<file path="config.mk">
export PLATFORM = sky130hd
export DESIGN_NAME = i2c_register_master_unit_flat
export DESIGN_NICKNAME = d
export VERILOG_FILES = /design/src/rtl/i2crm_pkg.sv /design/src/rtl/i2crm_cmd_if.sv /design/src/rtl/i2c_register_master_unit.sv /design/src/flat_wrapper.sv
export SDC_FILE = /design/constraint.sdc
export NUM_CORES = 1
export LEC_CHECK = 0
export ABC_AREA = 1
export BUFFER_PORTS_ARGS = -buffer_cell sky130_fd_sc_hd__buf_2
export CORE_ASPECT_RATIO = 0.8
export CORE_MARGIN = 8
export CORE_UTILIZATION = 55
export CTS_BUF_LIST = sky130_fd_sc_hd__clkbuf_8
export DETAILED_ROUTE_END_ITERATION = 6
export PLACE_DENSITY = 0.78
export SLEW_MARGIN = 20
export SYNTH_ARGS = -nofsm -noshare
export SYNTH_HDL_FRONTEND = slang
export SYNTH_SLANG_ARGS = --single-unit
</file>
<file path="constraint.sdc">
create_clock -name clk -period 12.05 [get_ports clk]
set_input_delay 1.8075 -clock clk [delete_from_list [all_inputs] [get_ports clk]]
set_output_delay 1.8075 -clock clk [all_outputs]
set_load 0.02 [all_outputs]
</file>
<file path="src/rtl/i2crm_pkg.sv">
// Package with the shared types, codes and sizes of the I2C register master.
`timescale 1ns / 1ps
package i2crm_pkg;

  // Write buffer size and the width of an index into it.
  localparam int unsigned MAX_LEN = 16;
  localparam int unsigned BUF_AW  = $clog2(MAX_LEN);
  localparam logic [4:0]  MAX_LEN_L = 5'(MAX_LEN);

  // Number of SCL pulses that a bus recovery gives at most.
  localparam logic [3:0] RECOVER_PULSES = 4'd9;

  // Command codes carried in the func field.
  localparam logic [2:0] FUNC_TICK    = 3'd0;
  localparam logic [2:0] FUNC_READ    = 3'd1;
  localparam logic [2:0] FUNC_WRITE   = 3'd2;
  localparam logic [2:0] FUNC_RECOVER = 3'd3;
  localparam logic [2:0] FUNC_LOAD    = 3'd4;

  // Completion status codes.
  localparam logic [1:0] ST_OK       = 2'd0;
  localparam logic [1:0] ST_ADDR_NAK = 2'd1;
  localparam logic [1:0] ST_REG_NAK  = 2'd2;
  localparam logic [1:0] ST_DATA_NAK = 2'd3;

  // Transaction stage: device address, register, read address, data.
  localparam logic [1:0] STG_ADDR  = 2'd0;
  localparam logic [1:0] STG_REG   = 2'd1;
  localparam logic [1:0] STG_RADDR = 2'd2;
  localparam logic [1:0] STG_DATA  = 2'd3;

  // Bus sequencer phases; each one holds a line level for one half period.
  typedef enum logic [4:0] {
    PH_IDLE     = 5'd0,
    PH_S_SDA_H  = 5'd1,
    PH_S_SCL_H  = 5'd2,
    PH_S_SDA_L  = 5'd3,
    PH_S_SCL_L  = 5'd4,
    PH_W_DATA   = 5'd5,
    PH_W_SCL_H  = 5'd6,
    PH_W_SCL_L  = 5'd7,
    PH_A_SDA_H  = 5'd8,
    PH_A_SCL_H  = 5'd9,
    PH_A_SCL_L  = 5'd10,
    PH_R_SDA_H  = 5'd11,
    PH_R_SCL_H  = 5'd12,
    PH_R_SCL_L  = 5'd13,
    PH_R_ACK    = 5'd14,
    PH_R_ACK_H  = 5'd15,
    PH_R_ACK_L  = 5'd16,
    PH_R_REL    = 5'd17,
    PH_P_SDA_L  = 5'd18,
    PH_P_SCL_H  = 5'd19,
    PH_P_SDA_H  = 5'd20,
    PH_V_REL    = 5'd21,
    PH_V_SCL_L  = 5'd22,
    PH_V_SCL_H  = 5'd23,
    PH_V_SDA_L  = 5'd24,
    PH_V_SCL_H2 = 5'd25,
    PH_V_SDA_H  = 5'd26
  } phase_t;

endpackage

</file>
<file path="src/rtl/i2crm_cmd_if.sv">
// Channel interfaces of the I2C register master: commands, results, configuration.
`timescale 1ns / 1ps
interface i2crm_cmd_if;
  logic       valid;
  logic       ready;
  logic [2:0] func;
  logic [6:0] dev_addr;
  logic [7:0] reg_addr;
  logic [4:0] length;
  logic [7:0] data_byte;
  logic [3:0] data_index;
  logic       sda_in;
  logic       scl_in;

  modport source (output valid, func, dev_addr, reg_addr, length, data_byte, data_index,
                  sda_in, scl_in, input ready);
  modport sink (input valid, func, dev_addr, reg_addr, length, data_byte, data_index,
                sda_in, scl_in, output ready);
endinterface

interface i2crm_rsp_if;
  logic        valid;
  logic        ready;
  logic        scl_out;
  logic        sda_out;
  logic        busy_res;
  logic        read_valid;
  logic [7:0]  read_data;
  logic        read_last;
  logic        done_res;
  logic [1:0]  status;
  logic        bus_idle;
  logic [31:0] nack_count;
  logic [31:0] recover_count;

  modport source (output valid, scl_out, sda_out, busy_res, read_valid, read_data, read_last,
                  done_res, status, bus_idle, nack_count, recover_count, input ready);
  modport sink (input valid, scl_out, sda_out, busy_res, read_valid, read_data, read_last,
                done_res, status, bus_idle, nack_count, recover_count, output ready);
endinterface

interface i2crm_cfg_if;
  logic       valid;
  logic       ready;
  logic [7:0] data;

  modport source (output valid, data, input ready);
  modport sink (input valid, data, output ready);
endinterface

</file>
<file path="src/rtl/i2c_register_master_unit.sv">
// Top level of the I2C register master: bus sequencer, write buffer and result register.
`timescale 1ns / 1ps
// Channel | Role   | Payload
// --------+--------+--------------------------------------------------------------
// cmd     | sink   | func, dev_addr, reg_addr, length, data_byte, data_index, lines
// rsp     | source | line drives, busy, read byte, completion, status, totals
// cfg     | sink   | half_period_us write data (zero stores one)
//
// Each command transfer yields exactly one result transfer, registered in the following cycle.
// A new command is taken every cycle while the result register is empty or being drained.
// The result register is the only stall point; cmd.ready drops only while rsp is stalled or rst is high.
// Reset (rst, synchronous) releases both lines, returns to idle and clears the totals.
// The write buffer has no reset; entries are defined once loaded.
module i2c_register_master_unit
  import i2crm_pkg::*;
(
  input  logic           clk,
  input  logic           rst,
  i2crm_cmd_if.sink      cmd,
  i2crm_rsp_if.source    rsp,
  i2crm_cfg_if.sink      cfg
);

  // Sequencer state.
  phase_t      phase, phase_next;
  logic [7:0]  tick_left, tick_left_next;
  logic [3:0]  bit_count, bit_count_next;
  logic [4:0]  byte_index, byte_index_next;
  logic [7:0]  shift_byte, shift_byte_next;
  logic [6:0]  latched_device, latched_device_next;
  logic [7:0]  latched_register, latched_register_next;
  logic [4:0]  latched_length, latched_length_next;
  logic [3:0]  pulse_count, pulse_count_next;
  logic        scl_drive, scl_drive_next;
  logic        sda_drive, sda_drive_next;
  logic [31:0] nack_total, nack_total_next;
  logic [31:0] recover_total, recover_total_next;
  logic [1:0]  stage, stage_next;
  logic        op_read, op_read_next;
  logic [1:0]  pending_status, pending_status_next;
  logic [7:0]  half_period;

  logic [7:0]  write_buffer [MAX_LEN];

  // Result register.
  logic        rsp_valid;
  logic        res_read_valid, res_read_last, res_done, res_bus_idle;
  logic [7:0]  res_read_data;
  logic [1:0]  res_status;

  // Per-item results and control of the combinational step.
  logic        rv, rl, done, idle;
  logic [7:0]  rd;
  logic [1:0]  st;
  logic        go_en, write_next, buf_we;
  phase_t      go_ph;
  logic        cmd_xfer;

  assign cmd.ready = !rst && (!rsp_valid || rsp.ready);
  assign cfg.ready = !rst;
  assign cmd_xfer  = cmd.valid && cmd.ready;
  assign buf_we    = cmd_xfer && (phase == PH_IDLE) && (cmd.func == FUNC_LOAD)
                     && ({1'b0, cmd.data_index} < 5'(MAX_LEN));

  // One sequencer step for the incoming item.
  always_comb begin
    phase_next            = phase;
    tick_left_next        = tick_left;
    bit_count_next        = bit_count;
    byte_index_next       = byte_index;
    shift_byte_next       = shift_byte;
    latched_device_next   = latched_device;
    latched_register_next = latched_register;
    latched_length_next   = latched_length;
    pulse_count_next      = pulse_count;
    scl_drive_next        = scl_drive;
    sda_drive_next        = sda_drive;
    nack_total_next       = nack_total;
    recover_total_next    = recover_total;
    stage_next            = stage;
    op_read_next          = op_read;
    pending_status_next   = pending_status;
    rv         = 1'b0;
    rd         = 8'd0;
    rl         = 1'b0;
    done       = 1'b0;
    st         = ST_OK;
    idle       = 1'b0;
    go_en      = 1'b0;
    go_ph      = PH_IDLE;
    write_next = 1'b0;

    if (cmd.func == FUNC_TICK) begin
      if (phase != PH_IDLE) begin
        if (tick_left > 8'd1) begin
          tick_left_next = tick_left - 8'd1;
        end else begin
          case (phase)
            PH_S_SCL_L: begin
              shift_byte_next = {latched_device, (stage == STG_RADDR)};
              bit_count_next  = 4'd0;
              go_en = 1'b1; go_ph = PH_W_DATA;
            end
            PH_W_SCL_L: begin
              shift_byte_next = {shift_byte[6:0], 1'b0};
              bit_count_next  = bit_count + 4'd1;
              go_en = 1'b1;
              go_ph = (bit_count_next < 4'd8) ? PH_W_DATA : PH_A_SDA_H;
            end
            PH_A_SCL_H: begin
              shift_byte_next = {7'd0, cmd.sda_in};
              go_en = 1'b1; go_ph = PH_A_SCL_L;
            end
            PH_A_SCL_L: begin
              // Acknowledge bit decides whether the transfer goes on.
              if (shift_byte[0]) begin
                nack_total_next = nack_total + 32'd1;
                pending_status_next = (stage == STG_ADDR) ? ST_ADDR_NAK :
                                      (stage == STG_REG) ? ST_REG_NAK : ST_DATA_NAK;
                go_en = 1'b1; go_ph = PH_P_SDA_L;
              end else if (stage == STG_ADDR) begin
                stage_next      = STG_REG;
                shift_byte_next = latched_register;
                bit_count_next  = 4'd0;
                go_en = 1'b1; go_ph = PH_W_DATA;
              end else if (stage == STG_REG) begin
                stage_next = STG_RADDR;
                if (op_read) begin
                  go_en = 1'b1; go_ph = PH_S_SDA_H;
                end else begin
                  write_next = 1'b1;
                end
              end else if (op_read) begin
                stage_next = STG_DATA;
                if (latched_length != 5'd0) begin
                  shift_byte_next = 8'd0;
                  bit_count_next  = 4'd0;
                  go_en = 1'b1; go_ph = PH_R_SDA_H;
                end else begin
                  pending_status_next = ST_OK;
                  go_en = 1'b1; go_ph = PH_P_SDA_L;
                end
              end else begin
                byte_index_next = byte_index + 5'd1;
                write_next = 1'b1;
              end
            end
            PH_R_SCL_H: begin
              shift_byte_next = {shift_byte[6:0], cmd.sda_in};
              go_en = 1'b1; go_ph = PH_R_SCL_L;
            end
            PH_R_SCL_L: begin
              bit_count_next = bit_count + 4'd1;
              go_en = 1'b1;
              go_ph = (bit_count_next < 4'd8) ? PH_R_SCL_H : PH_R_ACK;
            end
            PH_R_REL: begin
              rv = 1'b1;
              rd = shift_byte;
              rl = ({1'b0, byte_index} + 6'd1) == {1'b0, latched_length};
              byte_index_next = byte_index + 5'd1;
              if (byte_index_next < latched_length) begin
                shift_byte_next = 8'd0;
                bit_count_next  = 4'd0;
                go_en = 1'b1; go_ph = PH_R_SDA_H;
              end else begin
                pending_status_next = ST_OK;
                go_en = 1'b1; go_ph = PH_P_SDA_L;
              end
            end
            PH_P_SDA_H: begin
              done = 1'b1;
              st   = pending_status;
              phase_next = PH_IDLE;
            end
            PH_V_REL: begin
              if (!cmd.sda_in) begin
                pulse_count_next = 4'd0;
                go_en = 1'b1; go_ph = PH_V_SCL_L;
              end else begin
                done = 1'b1;
                idle = cmd.sda_in && cmd.scl_in;
                phase_next = PH_IDLE;
              end
            end
            PH_V_SCL_H: begin
              pulse_count_next = pulse_count + 4'd1;
              go_en = 1'b1;
              go_ph = (cmd.sda_in || pulse_count_next >= RECOVER_PULSES) ? PH_V_SDA_L
                                                                         : PH_V_SCL_L;
            end
            PH_V_SDA_H: begin
              done = 1'b1;
              idle = cmd.sda_in && cmd.scl_in;
              phase_next = PH_IDLE;
            end
            default: begin
              go_en = 1'b1;
              go_ph = phase_t'(phase + 5'd1);
            end
          endcase
        end
      end
    end else if (phase == PH_IDLE) begin
      case (cmd.func)
        FUNC_RECOVER: begin
          recover_total_next = recover_total + 32'd1;
          go_en = 1'b1; go_ph = PH_V_REL;
        end
        FUNC_READ, FUNC_WRITE: begin
          latched_device_next   = cmd.dev_addr;
          latched_register_next = cmd.reg_addr;
          latched_length_next   = (cmd.length > MAX_LEN_L) ? MAX_LEN_L : cmd.length;
          op_read_next          = (cmd.func == FUNC_READ);
          stage_next            = STG_ADDR;
          byte_index_next       = 5'd0;
          pending_status_next   = ST_OK;
          go_en = 1'b1; go_ph = PH_S_SDA_H;
        end
        default: begin
        end
      endcase
    end

    // Next write data byte from the buffer, or STOP when all are sent.
    if (write_next) begin
      if (byte_index_next < latched_length && byte_index_next < MAX_LEN_L) begin
        shift_byte_next = write_buffer[byte_index_next[BUF_AW-1:0]];
        bit_count_next  = 4'd0;
        go_en = 1'b1; go_ph = PH_W_DATA;
      end else begin
        pending_status_next = ST_OK;
        go_en = 1'b1; go_ph = PH_P_SDA_L;
      end
    end

    // Entering a phase sets its line levels and restarts the hold count.
    if (go_en) begin
      phase_next     = go_ph;
      tick_left_next = half_period;
      case (go_ph)
        PH_S_SDA_H, PH_A_SDA_H, PH_R_SDA_H, PH_R_REL, PH_P_SDA_H, PH_V_SDA_H:
          sda_drive_next = 1'b1;
        PH_S_SDA_L, PH_P_SDA_L, PH_V_SDA_L:
          sda_drive_next = 1'b0;
        PH_S_SCL_H, PH_W_SCL_H, PH_A_SCL_H, PH_R_SCL_H, PH_R_ACK_H, PH_P_SCL_H,
        PH_V_SCL_H, PH_V_SCL_H2:
          scl_drive_next = 1'b1;
        PH_S_SCL_L, PH_W_SCL_L, PH_A_SCL_L, PH_R_SCL_L, PH_R_ACK_L, PH_V_SCL_L:
          scl_drive_next = 1'b0;
        PH_W_DATA:
          sda_drive_next = shift_byte_next[7];
        PH_R_ACK:
          sda_drive_next = ({1'b0, byte_index_next} + 6'd1) == {1'b0, latched_length_next};
        PH_V_REL: begin
          scl_drive_next = 1'b1;
          sda_drive_next = 1'b1;
        end
        default: begin
          phase_next     = PH_IDLE;
          tick_left_next = tick_left;
        end
      endcase
    end
  end

  // Sequencer state register, updated on each command transfer.
  always_ff @(posedge clk) begin
    if (rst) begin
      phase            <= PH_IDLE;
      tick_left        <= 8'd0;
      bit_count        <= 4'd0;
      byte_index       <= 5'd0;
      shift_byte       <= 8'd0;
      latched_device   <= 7'd0;
      latched_register <= 8'd0;
      latched_length   <= 5'd0;
      pulse_count      <= 4'd0;
      scl_drive        <= 1'b1;
      sda_drive        <= 1'b1;
      nack_total       <= 32'd0;
      recover_total    <= 32'd0;
      stage            <= STG_ADDR;
      op_read          <= 1'b0;
      pending_status   <= ST_OK;
    end else if (cmd_xfer) begin
      phase            <= phase_next;
      tick_left        <= tick_left_next;
      bit_count        <= bit_count_next;
      byte_index       <= byte_index_next;
      shift_byte       <= shift_byte_next;
      latched_device   <= latched_device_next;
      latched_register <= latched_register_next;
      latched_length   <= latched_length_next;
      pulse_count      <= pulse_count_next;
      scl_drive        <= scl_drive_next;
      sda_drive        <= sda_drive_next;
      nack_total       <= nack_total_next;
      recover_total    <= recover_total_next;
      stage            <= stage_next;
      op_read          <= op_read_next;
      pending_status   <= pending_status_next;
    end
  end

  // Half period register; a zero write stores one.
  always_ff @(posedge clk) begin
    if (rst) begin
      half_period <= 8'd4;
    end else if (cfg.valid && cfg.ready) begin
      half_period <= (cfg.data == 8'd0) ? 8'd1 : cfg.data;
    end
  end

  // Write data buffer, loaded by load commands while idle.
  always_ff @(posedge clk) begin
    if (buf_we) begin
      write_buffer[cmd.data_index[BUF_AW-1:0]] <= cmd.data_byte;
    end
  end

  // Result register valid flag.
  always_ff @(posedge clk) begin
    if (rst) begin
      rsp_valid <= 1'b0;
    end else if (cmd_xfer) begin
      rsp_valid <= 1'b1;
    end else if (rsp.ready) begin
      rsp_valid <= 1'b0;
    end
  end

  // Result payload, captured with each command transfer.
  always_ff @(posedge clk) begin
    if (cmd_xfer) begin
      res_read_valid <= rv;
      res_read_data  <= rd;
      res_read_last  <= rl;
      res_done       <= done;
      res_status     <= st;
      res_bus_idle   <= idle;
    end
  end

  assign rsp.valid         = rsp_valid;
  assign rsp.scl_out       = scl_drive;
  assign rsp.sda_out       = sda_drive;
  assign rsp.busy_res      = (phase != PH_IDLE);
  assign rsp.read_valid    = res_read_valid;
  assign rsp.read_data     = res_read_data;
  assign rsp.read_last     = res_read_last;
  assign rsp.done_res      = res_done;
  assign rsp.status        = res_status;
  assign rsp.bus_idle      = res_bus_idle;
  assign rsp.nack_count    = nack_total;
  assign rsp.recover_count = recover_total;

endmodule

</file>
<file path="src/flat_wrapper.sv">
// flat-port wrapper written by rule: the top's interface ports become plain ports
module i2c_register_master_unit_flat import i2crm_pkg::*;
  (clk, rst, cmd_valid, cmd_func, cmd_dev_addr, cmd_reg_addr, cmd_length, cmd_data_byte, cmd_data_index, cmd_sda_in, cmd_scl_in, cmd_ready, rsp_valid, rsp_scl_out, rsp_sda_out, rsp_busy_res, rsp_read_valid, rsp_read_data, rsp_read_last, rsp_done_res, rsp_status, rsp_bus_idle, rsp_nack_count, rsp_recover_count, rsp_ready, cfg_valid, cfg_data, cfg_ready);
  i2crm_cmd_if cmd_i ();
  i2crm_rsp_if rsp_i ();
  i2crm_cfg_if cfg_i ();
  input  logic clk;
  input  logic rst;
  input wire logic [$bits(cmd_i.valid)-1:0] cmd_valid;
  input wire logic [$bits(cmd_i.func)-1:0] cmd_func;
  input wire logic [$bits(cmd_i.dev_addr)-1:0] cmd_dev_addr;
  input wire logic [$bits(cmd_i.reg_addr)-1:0] cmd_reg_addr;
  input wire logic [$bits(cmd_i.length)-1:0] cmd_length;
  input wire logic [$bits(cmd_i.data_byte)-1:0] cmd_data_byte;
  input wire logic [$bits(cmd_i.data_index)-1:0] cmd_data_index;
  input wire logic [$bits(cmd_i.sda_in)-1:0] cmd_sda_in;
  input wire logic [$bits(cmd_i.scl_in)-1:0] cmd_scl_in;
  output wire logic [$bits(cmd_i.ready)-1:0] cmd_ready;
  output wire logic [$bits(rsp_i.valid)-1:0] rsp_valid;
  output wire logic [$bits(rsp_i.scl_out)-1:0] rsp_scl_out;
  output wire logic [$bits(rsp_i.sda_out)-1:0] rsp_sda_out;
  output wire logic [$bits(rsp_i.busy_res)-1:0] rsp_busy_res;
  output wire logic [$bits(rsp_i.read_valid)-1:0] rsp_read_valid;
  output wire logic [$bits(rsp_i.read_data)-1:0] rsp_read_data;
  output wire logic [$bits(rsp_i.read_last)-1:0] rsp_read_last;
  output wire logic [$bits(rsp_i.done_res)-1:0] rsp_done_res;
  output wire logic [$bits(rsp_i.status)-1:0] rsp_status;
  output wire logic [$bits(rsp_i.bus_idle)-1:0] rsp_bus_idle;
  output wire logic [$bits(rsp_i.nack_count)-1:0] rsp_nack_count;
  output wire logic [$bits(rsp_i.recover_count)-1:0] rsp_recover_count;
  input wire logic [$bits(rsp_i.ready)-1:0] rsp_ready;
  input wire logic [$bits(cfg_i.valid)-1:0] cfg_valid;
  input wire logic [$bits(cfg_i.data)-1:0] cfg_data;
  output wire logic [$bits(cfg_i.ready)-1:0] cfg_ready;
  assign cmd_i.valid = cmd_valid;
  assign cmd_i.func = cmd_func;
  assign cmd_i.dev_addr = cmd_dev_addr;
  assign cmd_i.reg_addr = cmd_reg_addr;
  assign cmd_i.length = cmd_length;
  assign cmd_i.data_byte = cmd_data_byte;
  assign cmd_i.data_index = cmd_data_index;
  assign cmd_i.sda_in = cmd_sda_in;
  assign cmd_i.scl_in = cmd_scl_in;
  assign cmd_ready = cmd_i.ready;
  assign rsp_valid = rsp_i.valid;
  assign rsp_scl_out = rsp_i.scl_out;
  assign rsp_sda_out = rsp_i.sda_out;
  assign rsp_busy_res = rsp_i.busy_res;
  assign rsp_read_valid = rsp_i.read_valid;
  assign rsp_read_data = rsp_i.read_data;
  assign rsp_read_last = rsp_i.read_last;
  assign rsp_done_res = rsp_i.done_res;
  assign rsp_status = rsp_i.status;
  assign rsp_bus_idle = rsp_i.bus_idle;
  assign rsp_nack_count = rsp_i.nack_count;
  assign rsp_recover_count = rsp_i.recover_count;
  assign rsp_i.ready = rsp_ready;
  assign cfg_i.valid = cfg_valid;
  assign cfg_i.data = cfg_data;
  assign cfg_ready = cfg_i.ready;
  i2c_register_master_unit u_core (.clk(clk), .rst(rst), .cmd(cmd_i), .rsp(rsp_i), .cfg(cfg_i));
endmodule
</file>
==> impl_metrics.py, run 1 <==
metrics = {
    "die": {
        "die_h_um": 158,
        "start_util_pct": 56.2,
        "rows": 51,
        "die_area_um2": 30400,
        "core-area_um2": 24500,
        "die_w_um": 193,
        "io_pins": 134,
    },
    "place": {
        "dpl_worst_slack_ns": 5.65,
        "place_congestion": 0.938,
        "hpwlAfterDp_mm": 25.6,
        "place_area_um2": 14600,
        "numPortBuffers": 133,
    },
    "clock_tree": {
        "cts.clk_slew.worst_paths_ns": 0.06,
        "cts.path.max_buffers": 3,
        "postCtsResizedCells": 0,
        "cts.htree.levels": 2,
        "root_buffer": "clkbuf_8",
        "numCtsBuffers": 45,
        "tritoncts": "yes",
        "insertion_delay_ns": 0.55,
        "postCtsSetupBuffers": 0,
        "cts.sinks": 276,
        "ctsHoldBuffers": 0,
    },
    "layout": {
        "layout.nets": 1849,
        "area_growth_syn_to_layout_pct": 12.3,
        "fin_area_um2": 15500,
        "drive_above_1_share_pct": 15.5,
    },
    "yosys": {
        "async_reset_ff_share_pct": 0,
        "synth-edff-count": 142,
        "yosys_warnings": 0,
        "synthFlopType": "edfxtp_1",
        "synth.yosys.seq_area_share_pct": 50.4,
        "ys_types": 59,
        "synthCells": 1645,
        "syn_nets": 1717,
        "syn_area_um2": 13800,
        "syn_avg_cell_area_um2": 8.37,
        "ys_ff_latch": 276,
    },
    "setup_path": {
        "required_ns": 12.50,
        "cp_data_arrival_time_ns": 6.37,
        "cp.depth": 28,
        "critical_path.endpoint_type": "register",
        "critPathKind": "in2reg",
        "crit_family": "simple AND/OR/NAND/NOR gates",
        "ff2ff_path_depth": 31,
        "crit_top_cell": "nand2_1",
        "crit_fanout": 19,
        "path_buf_inv": 4,
        "critPathLaunchType": "primary input",
        "slowest_stage": "clkinv_1",
        "slowest_delay_ns": 0.69,
    },
    "sta": {
        "tightestPinTransition_ns": 0.984,
        "finalSetupTns_ns": 0,
        "setup_viol": 0,
        "setup_slack_ns": 6.13,
        "finalHoldViolCount": 0,
        "maxSlewHeadroom_pct": 34.4,
        "slew_viol_final": 0,
        "skew_ns": 0.0373,
        "fin_crit_sh_pct": 49.1,
        "rsz0062_at_grt": "no",
        "max_freq_ghz": 0.169,
        "fin_crit_ns": 5.92,
    },
    "global_routing": {
        "grt_use_met3_pct": 7.30,
        "grt_overflow_total": 0,
        "grtUsageMet2_pct": 35.6,
        "grt_busiest_layer": "met2",
        "grt_max_degree": 80,
        "grtUsageMet1_pct": 32.4,
        "grtUsageTotal_pct": 23.6,
        "grt_pass1_vias": 11700,
        "antenna_found_initial": 3,
        "grt_pass1_wl_mm": 58.4,
    },
    "detailed_routing": {
        "wirelength_mm": 36.4,
        "remaining_drc_errors": 0,
        "routed-via-count": 12200,
        "wl_per_cell_um": 17.1,
        "ant_nets": 0,
        "firstDrtPassIters": 6,
        "drtIter0Drc": 1302,
        "vias_per_cell": 5.71,
    },
    "power": {
        "p_leak_nw": 6.11,
        "ir_drop_mv": 0.0980,
        "cellPowerDensity_nw_per_um2": 122,
    },
    "hold_path": {
        "hold_path_depth": 2,
        "hold_path_class": "reg2reg",
    },
    "outcome": {
        "status": "complete, no violations",
    },
    "run": {
        "drv_cap": 0,
    },
}
sequential cells by signal (all words and copies together), names as in the netlist, 4 cells and up:
signal and cells:
u_core.rsp.recover_count 32, u_core.tick_left 8, u_core.rsp.nack_count 32, u_core.latched_length 5, u_core.shift_byte 8, u_core.write_buffer 128
u_core.bit_count 4, u_core.phase 5, u_core.half_period 8, u_core.latched_device 7, u_core.rsp.read_data 8, u_core.latched_register 8
u_core.pulse_count 4, u_core.byte_index 5
layout by cell type (no fill, tap or decap), drive strengths merged, types with 50 or more instances in the layout:
cell type and count:
a21oi 111, buf 142, clkbuf 50, dfxtp 134, edfxtp 142, inv 198
nand2 248, nand3 105, nor2 266, o21ai 167
per-stage QoR:
| step | utilization (%) | power (mW) | std cells | hold WS [ns] |
|---|---|---|---|---|
| 3_3_place_gp | 59.8 | 1.16 | 2048 | 0.445 |
| 5_1_grt | 63.1 | 1.97 | 2130 | 0.491 |
| 2_1_floorplan | - | 1.12 | 1645 | 0.430 |
| 6_report | 63.1 | 1.89 | 2131 | 0.458 |
| 4_1_cts | 63.1 | 1.90 | 2130 | 0.456 |
| 3_5_place_dp | 59.8 | 1.16 | 2048 | 0.449 |
tightest hold or removal path: cells and delay by family, from the launching register on:
family	cells	cell delay (ns)
compound gates	1	0.05
buf+inv	1	0.06
flops	1	0.30
worst paths after layout:
path | startpoint | to | slack (ns)
setup / recovery | cmd_func[2] | u_core.tick_left[2]$_SDFFE_PP0P_ | 6.13
hold / removal | u_core.latched_device[3]$_SDFFE_PP0P_ | u_core.latched_device[3]$_SDFFE_PP0P_ | 0.46
setup reg to reg | u_core.phase[0]$_SDFFE_PP0P_ | u_core.tick_left[2]$_SDFFE_PP0P_ | 6.85
hold reg to reg | u_core.latched_device[3]$_SDFFE_PP0P_ | u_core.latched_device[3]$_SDFFE_PP0P_ | 0.46
area by class of cell:
class	count	area, µm²
fillers	2082	9040
clock buffers	50	688
inverters	184	699
flip-flops and latches	276	6950
diodes	1	2.50
repair buffers	142	733
clock inverters	32	133
multi-input cells	1128	5870
well taps	318	398
Yosys cell counts (all sizes together), types with 6 or more instances:
cell	instances	area, µm²
a211oi	11	82.6
a21oi	111	574
a31oi	7	43.8
buf	17	111
clkbuf	40	150
clkinv	6	23.8
dfxtp	134	2680
edfxtp	142	4260
ha	22	275
inv	178	676
nand2	248	1030
nand3	105	571
nand3b	6	45.0
nand4	28	181
nor2	266	1080
nor3	39	215
nor4	11	75.1
o211ai	15	113
o21a	10	75.1
o21ai	167	836
o221ai	29	254
o22ai	8	50.1
or2	6	37.5
xor2	16	140
routing by layer:
layer	up-vias	part of all wire, %
met5	-	0.088
met4	6	1.6
met3	65	12
met2	561	43
met1	5619	44
li1	5926	-
power breakdown:
group	leakage (nW)	switching (mW)	internal [mW]
Sequential	2.37	0.00571	0.996
Combinational	3.25	0.101	0.0433
Clock	0.494	0.366	0.381
logic make-up after synthesis:
| logic type | count (synthesis) | synth area share, % |
|---|---|---|
| fa+ha+maj | 22 | 2.00 |
| buf+inv | 241 | 6.98 |
| compound gates | 368 | 15.4 |
| xor+xnor | 19 | 1.21 |
| simple gates | 719 | 24.0 |
| flops | 276 | 50.4 |
Power figures use the tool's default switching activity.
==> inputs of run 2 (changes only) <==
--- a/config.mk
+++ b/config.mk
@@ -5,7 +5,7 @@
 export SDC_FILE = /design/constraint.sdc
 export NUM_CORES = 1
 export LEC_CHECK = 0
-export ABC_AREA = 1
+export ABC_AREA = 0
 export BUFFER_PORTS_ARGS = -buffer_cell sky130_fd_sc_hd__buf_2
 export CORE_ASPECT_RATIO = 0.8
 export CORE_MARGIN = 8
==> constraint.sdc (replaced) <==
create_clock -name clk -period 5.88 [get_ports clk]
set_input_delay 0.882 -clock clk [delete_from_list [all_inputs] [get_ports clk]]
set_output_delay 0.882 -clock clk [all_outputs]
set_load 0.02 [all_outputs]
==> impl_metrics.py, run 2 <==
metrics = {
    "detailed_routing": {
        "firstDrtPassIters": 6,
        "routed-via-count": 11200,
        "wirelength_mm": 36.1,
        "drtIter0Drc": 1327,
        "wl_per_cell_um": 19.6,
        "vias_per_cell": 6.09,
        "ant_nets": 0,
        "remaining_drc_errors": 0,
    },
    "yosys": {
        "synth.yosys.seq_area_share_pct": 51.3,
        "syn_area_um2": 13500,
        "syn_avg_cell_area_um2": 9.96,
        "async_reset_ff_share_pct": 0,
        "synth_top_family_by_area": "simple AND/OR/NAND/NOR gates",
        "synthCells": 1359,
        "synth_common_cells": "nand2_1, edfxtp_1, dfxtp_1",
        "ys_types": 90,
        "synth_compound_gate_area_share_pct": 14.6,
        "synthSimpleGateAreaFrac_pct": 19.9,
        "ys_ff_latch": 276,
        "yosysMostFrequentCell": "nand2_1",
        "synthAdderAreaFrac_pct": 2.03,
        "synth_top_area_cell": "edfxtp_1",
        "synth_xor_area_share_pct": 3.82,
        "yosys_warnings": 0,
        "synth_area_leaders": "edfxtp_1, dfxtp_1, nand2_1, mux2i_1, nor2_1",
        "synthFlopType": "edfxtp_1",
        "synthMuxAreaShare_pct": 5.04,
        "synth-edff-count": 142,
        "syn_nets": 1431,
        "synth_top_area_share_pct": 31.5,
    },
    "sta": {
        "skew_ns": 0.0596,
        "finalHoldViolCount": 0,
        "fin_crit_sh_pct": 84.5,
        "rsz0062_at_grt": "no",
        "maxSlewHeadroom_pct": 33.5,
        "slew_viol_final": 0,
        "max_freq_ghz": 0.201,
        "tightestPinTransition_ns": 0.994,
        "setup_slack_ns": 0.911,
        "finalSetupTns_ns": 0,
        "fin_crit_ns": 4.97,
        "setup_viol": 0,
    },
    "hold_path": {
        "hold_path_class": "reg2reg",
        "hold_path_depth": 2,
    },
    "clock_tree": {
        "tritoncts": "yes",
        "insertion_delay_ns": 0.60,
        "cts.htree.levels": 2,
        "cts.path.max_buffers": 3,
        "numCtsBuffers": 44,
        "postCtsResizedCells": 0,
        "postCtsSetupBuffers": 0,
        "root_buffer": "clkbuf_8",
        "ctsHoldBuffers": 0,
        "cts.clk_slew.worst_paths_ns": 0.06,
        "cts.sinks": 276,
    },
    "setup_path": {
        "critical_path.endpoint_type": "register",
        "critPathKind": "reg2reg",
        "ff2ff_path_depth": 20,
        "crit_fanout": 21,
        "required_ns": 6.35,
        "rrSetupSlack_ns": 0.91,
        "critPathLaunchType": "register",
        "cp_data_arrival_time_ns": 5.44,
    },
    "power": {
        "cellPowerDensity_nw_per_um2": 253,
        "p_leak_nw": 5.64,
        "ir_drop_mv": 0.164,
    },
    "global_routing": {
        "grtUsageTotal_pct": 23.8,
        "grt_pass1_vias": 10700,
        "grt_overflow_total": 0,
        "grt_max_degree": 96,
        "grt_pass1_wl_mm": 57.5,
        "antenna_found_initial": 3,
    },
    "place": {
        "dpl_worst_slack_ns": 1.02,
        "numPortBuffers": 133,
        "hpwlAfterDp_mm": 25.4,
        "place_congestion": 0.976,
    },
    "die": {
        "die_h_um": 156,
        "die_w_um": 191,
        "core-area_um2": 24200,
        "die_area_um2": 29900,
        "rows": 51,
        "io_pins": 134,
        "start_util_pct": 55.8,
    },
    "layout": {
        "layout.nets": 1563,
        "area_growth_syn_to_layout_pct": 13.9,
        "antenna_cells": 0,
        "seq_area_um2": 6950,
        "multi_input_comb_area_um2": 6160,
        "final_common_cell": "nand2_1",
        "drive_above_1_share_pct": 16.7,
        "fill_cells": 1973,
        "largest_reg_flops": 128,
        "final_cell_mix": "nand2_1, edfxtp_1, dfxtp_1, buf_2, nor2_1",
    },
    "run": {
        "drv_cap": 0,
    },
    "outcome": {
        "status": "complete, no violations",
    },
}
## run 2: stage by stage
stage	total power [mW]	hold slack (ns)	area (µm²)	cells	utilization [%]
after global routing	4.04	0.479	15400	1844	63.6
after floorplan	2.18	0.427	13500	1359	-
after global placement	2.25	0.445	14500	1763	59.8
after CTS	3.92	0.455	15400	1844	63.6
final	3.91	0.458	15400	1844	63.6
after detailed placement	2.25	0.447	14500	1763	59.8
## run 2: logic make-up after synthesis
family	count (synthesis)
buffers and inverters	113
adder cells (fa/ha/maj)	22
AND/OR/NAND/NOR	543
multiplexers	58
XOR/XNOR	59
flip-flops	276
AO/OA/AOI/OAI	288
## run 2: worst max-delay path: stages, from the launching register on
cell and delay [ns]:
dfxtp_1 0.35, inv_1 0.13, ha_1 0.16, buf_4 0.18, nor4b_4 0.28, inv_2 0.17
or3_1 0.52, o311a_1 0.19, nor2_1 0.11, buf_4 0.27, inv_2 0.15, ha_1 0.33
a21oi_1 0.13, nor2b_1 0.05, o21ai_0 0.14, nand2_1 0.14, or4b_1 0.75, nand2_1 0.24
nor3_1 0.07, o311a_1 0.30, o311ai_1 0.21
## run 2: report_power, final
| part | internal, mW | leakage (nW) | switching, mW |
|---|---|---|---|
| clock network | 0.912 | 0.518 | 0.781 |
| registers | 2.03 | 2.37 | 0.00837 |
| logic | 0.0506 | 2.75 | 0.121 |
| total | 3.00 | 5.64 | 0.910 |
## run 2: cell type report
type	count	share of cell area (%)
Clock inverter	32	1.55
Tap cell	318	2.58
Timing Repair Buffer	157	5.50
Sequential cell	276	45.0
Multi-Input combinational cell	970	39.9
Inverter	42	1.02
Clock buffer	49	4.37
## run 2: path summary, 6_finish.rpt
path | from | end
hold / removal | u_core.latched_register[3]$_SDFFE_PP0P_ | u_core.latched_register[3]$_SDFFE_PP0P_
setup / recovery | u_core.phase[0]$_SDFFE_PP0P_ | u_core.rsp.scl_out$_SDFFE_PP1P_
setup reg to reg | u_core.phase[0]$_SDFFE_PP0P_ | u_core.rsp.scl_out$_SDFFE_PP1P_
hold reg to reg | u_core.latched_register[3]$_SDFFE_PP0P_ | u_core.latched_register[3]$_SDFFE_PP0P_
## run 2: routing by layer
metal | vias up | global-route usage [%] | share of wire, %
met5 | - | 0 | 0.11
met4 | 6 | 7.43 | 2.2
met3 | 69 | 5.76 | 11
met2 | 575 | 34.3 | 42
met1 | 5304 | 34.6 | 44
li1 | 5276 | - | -
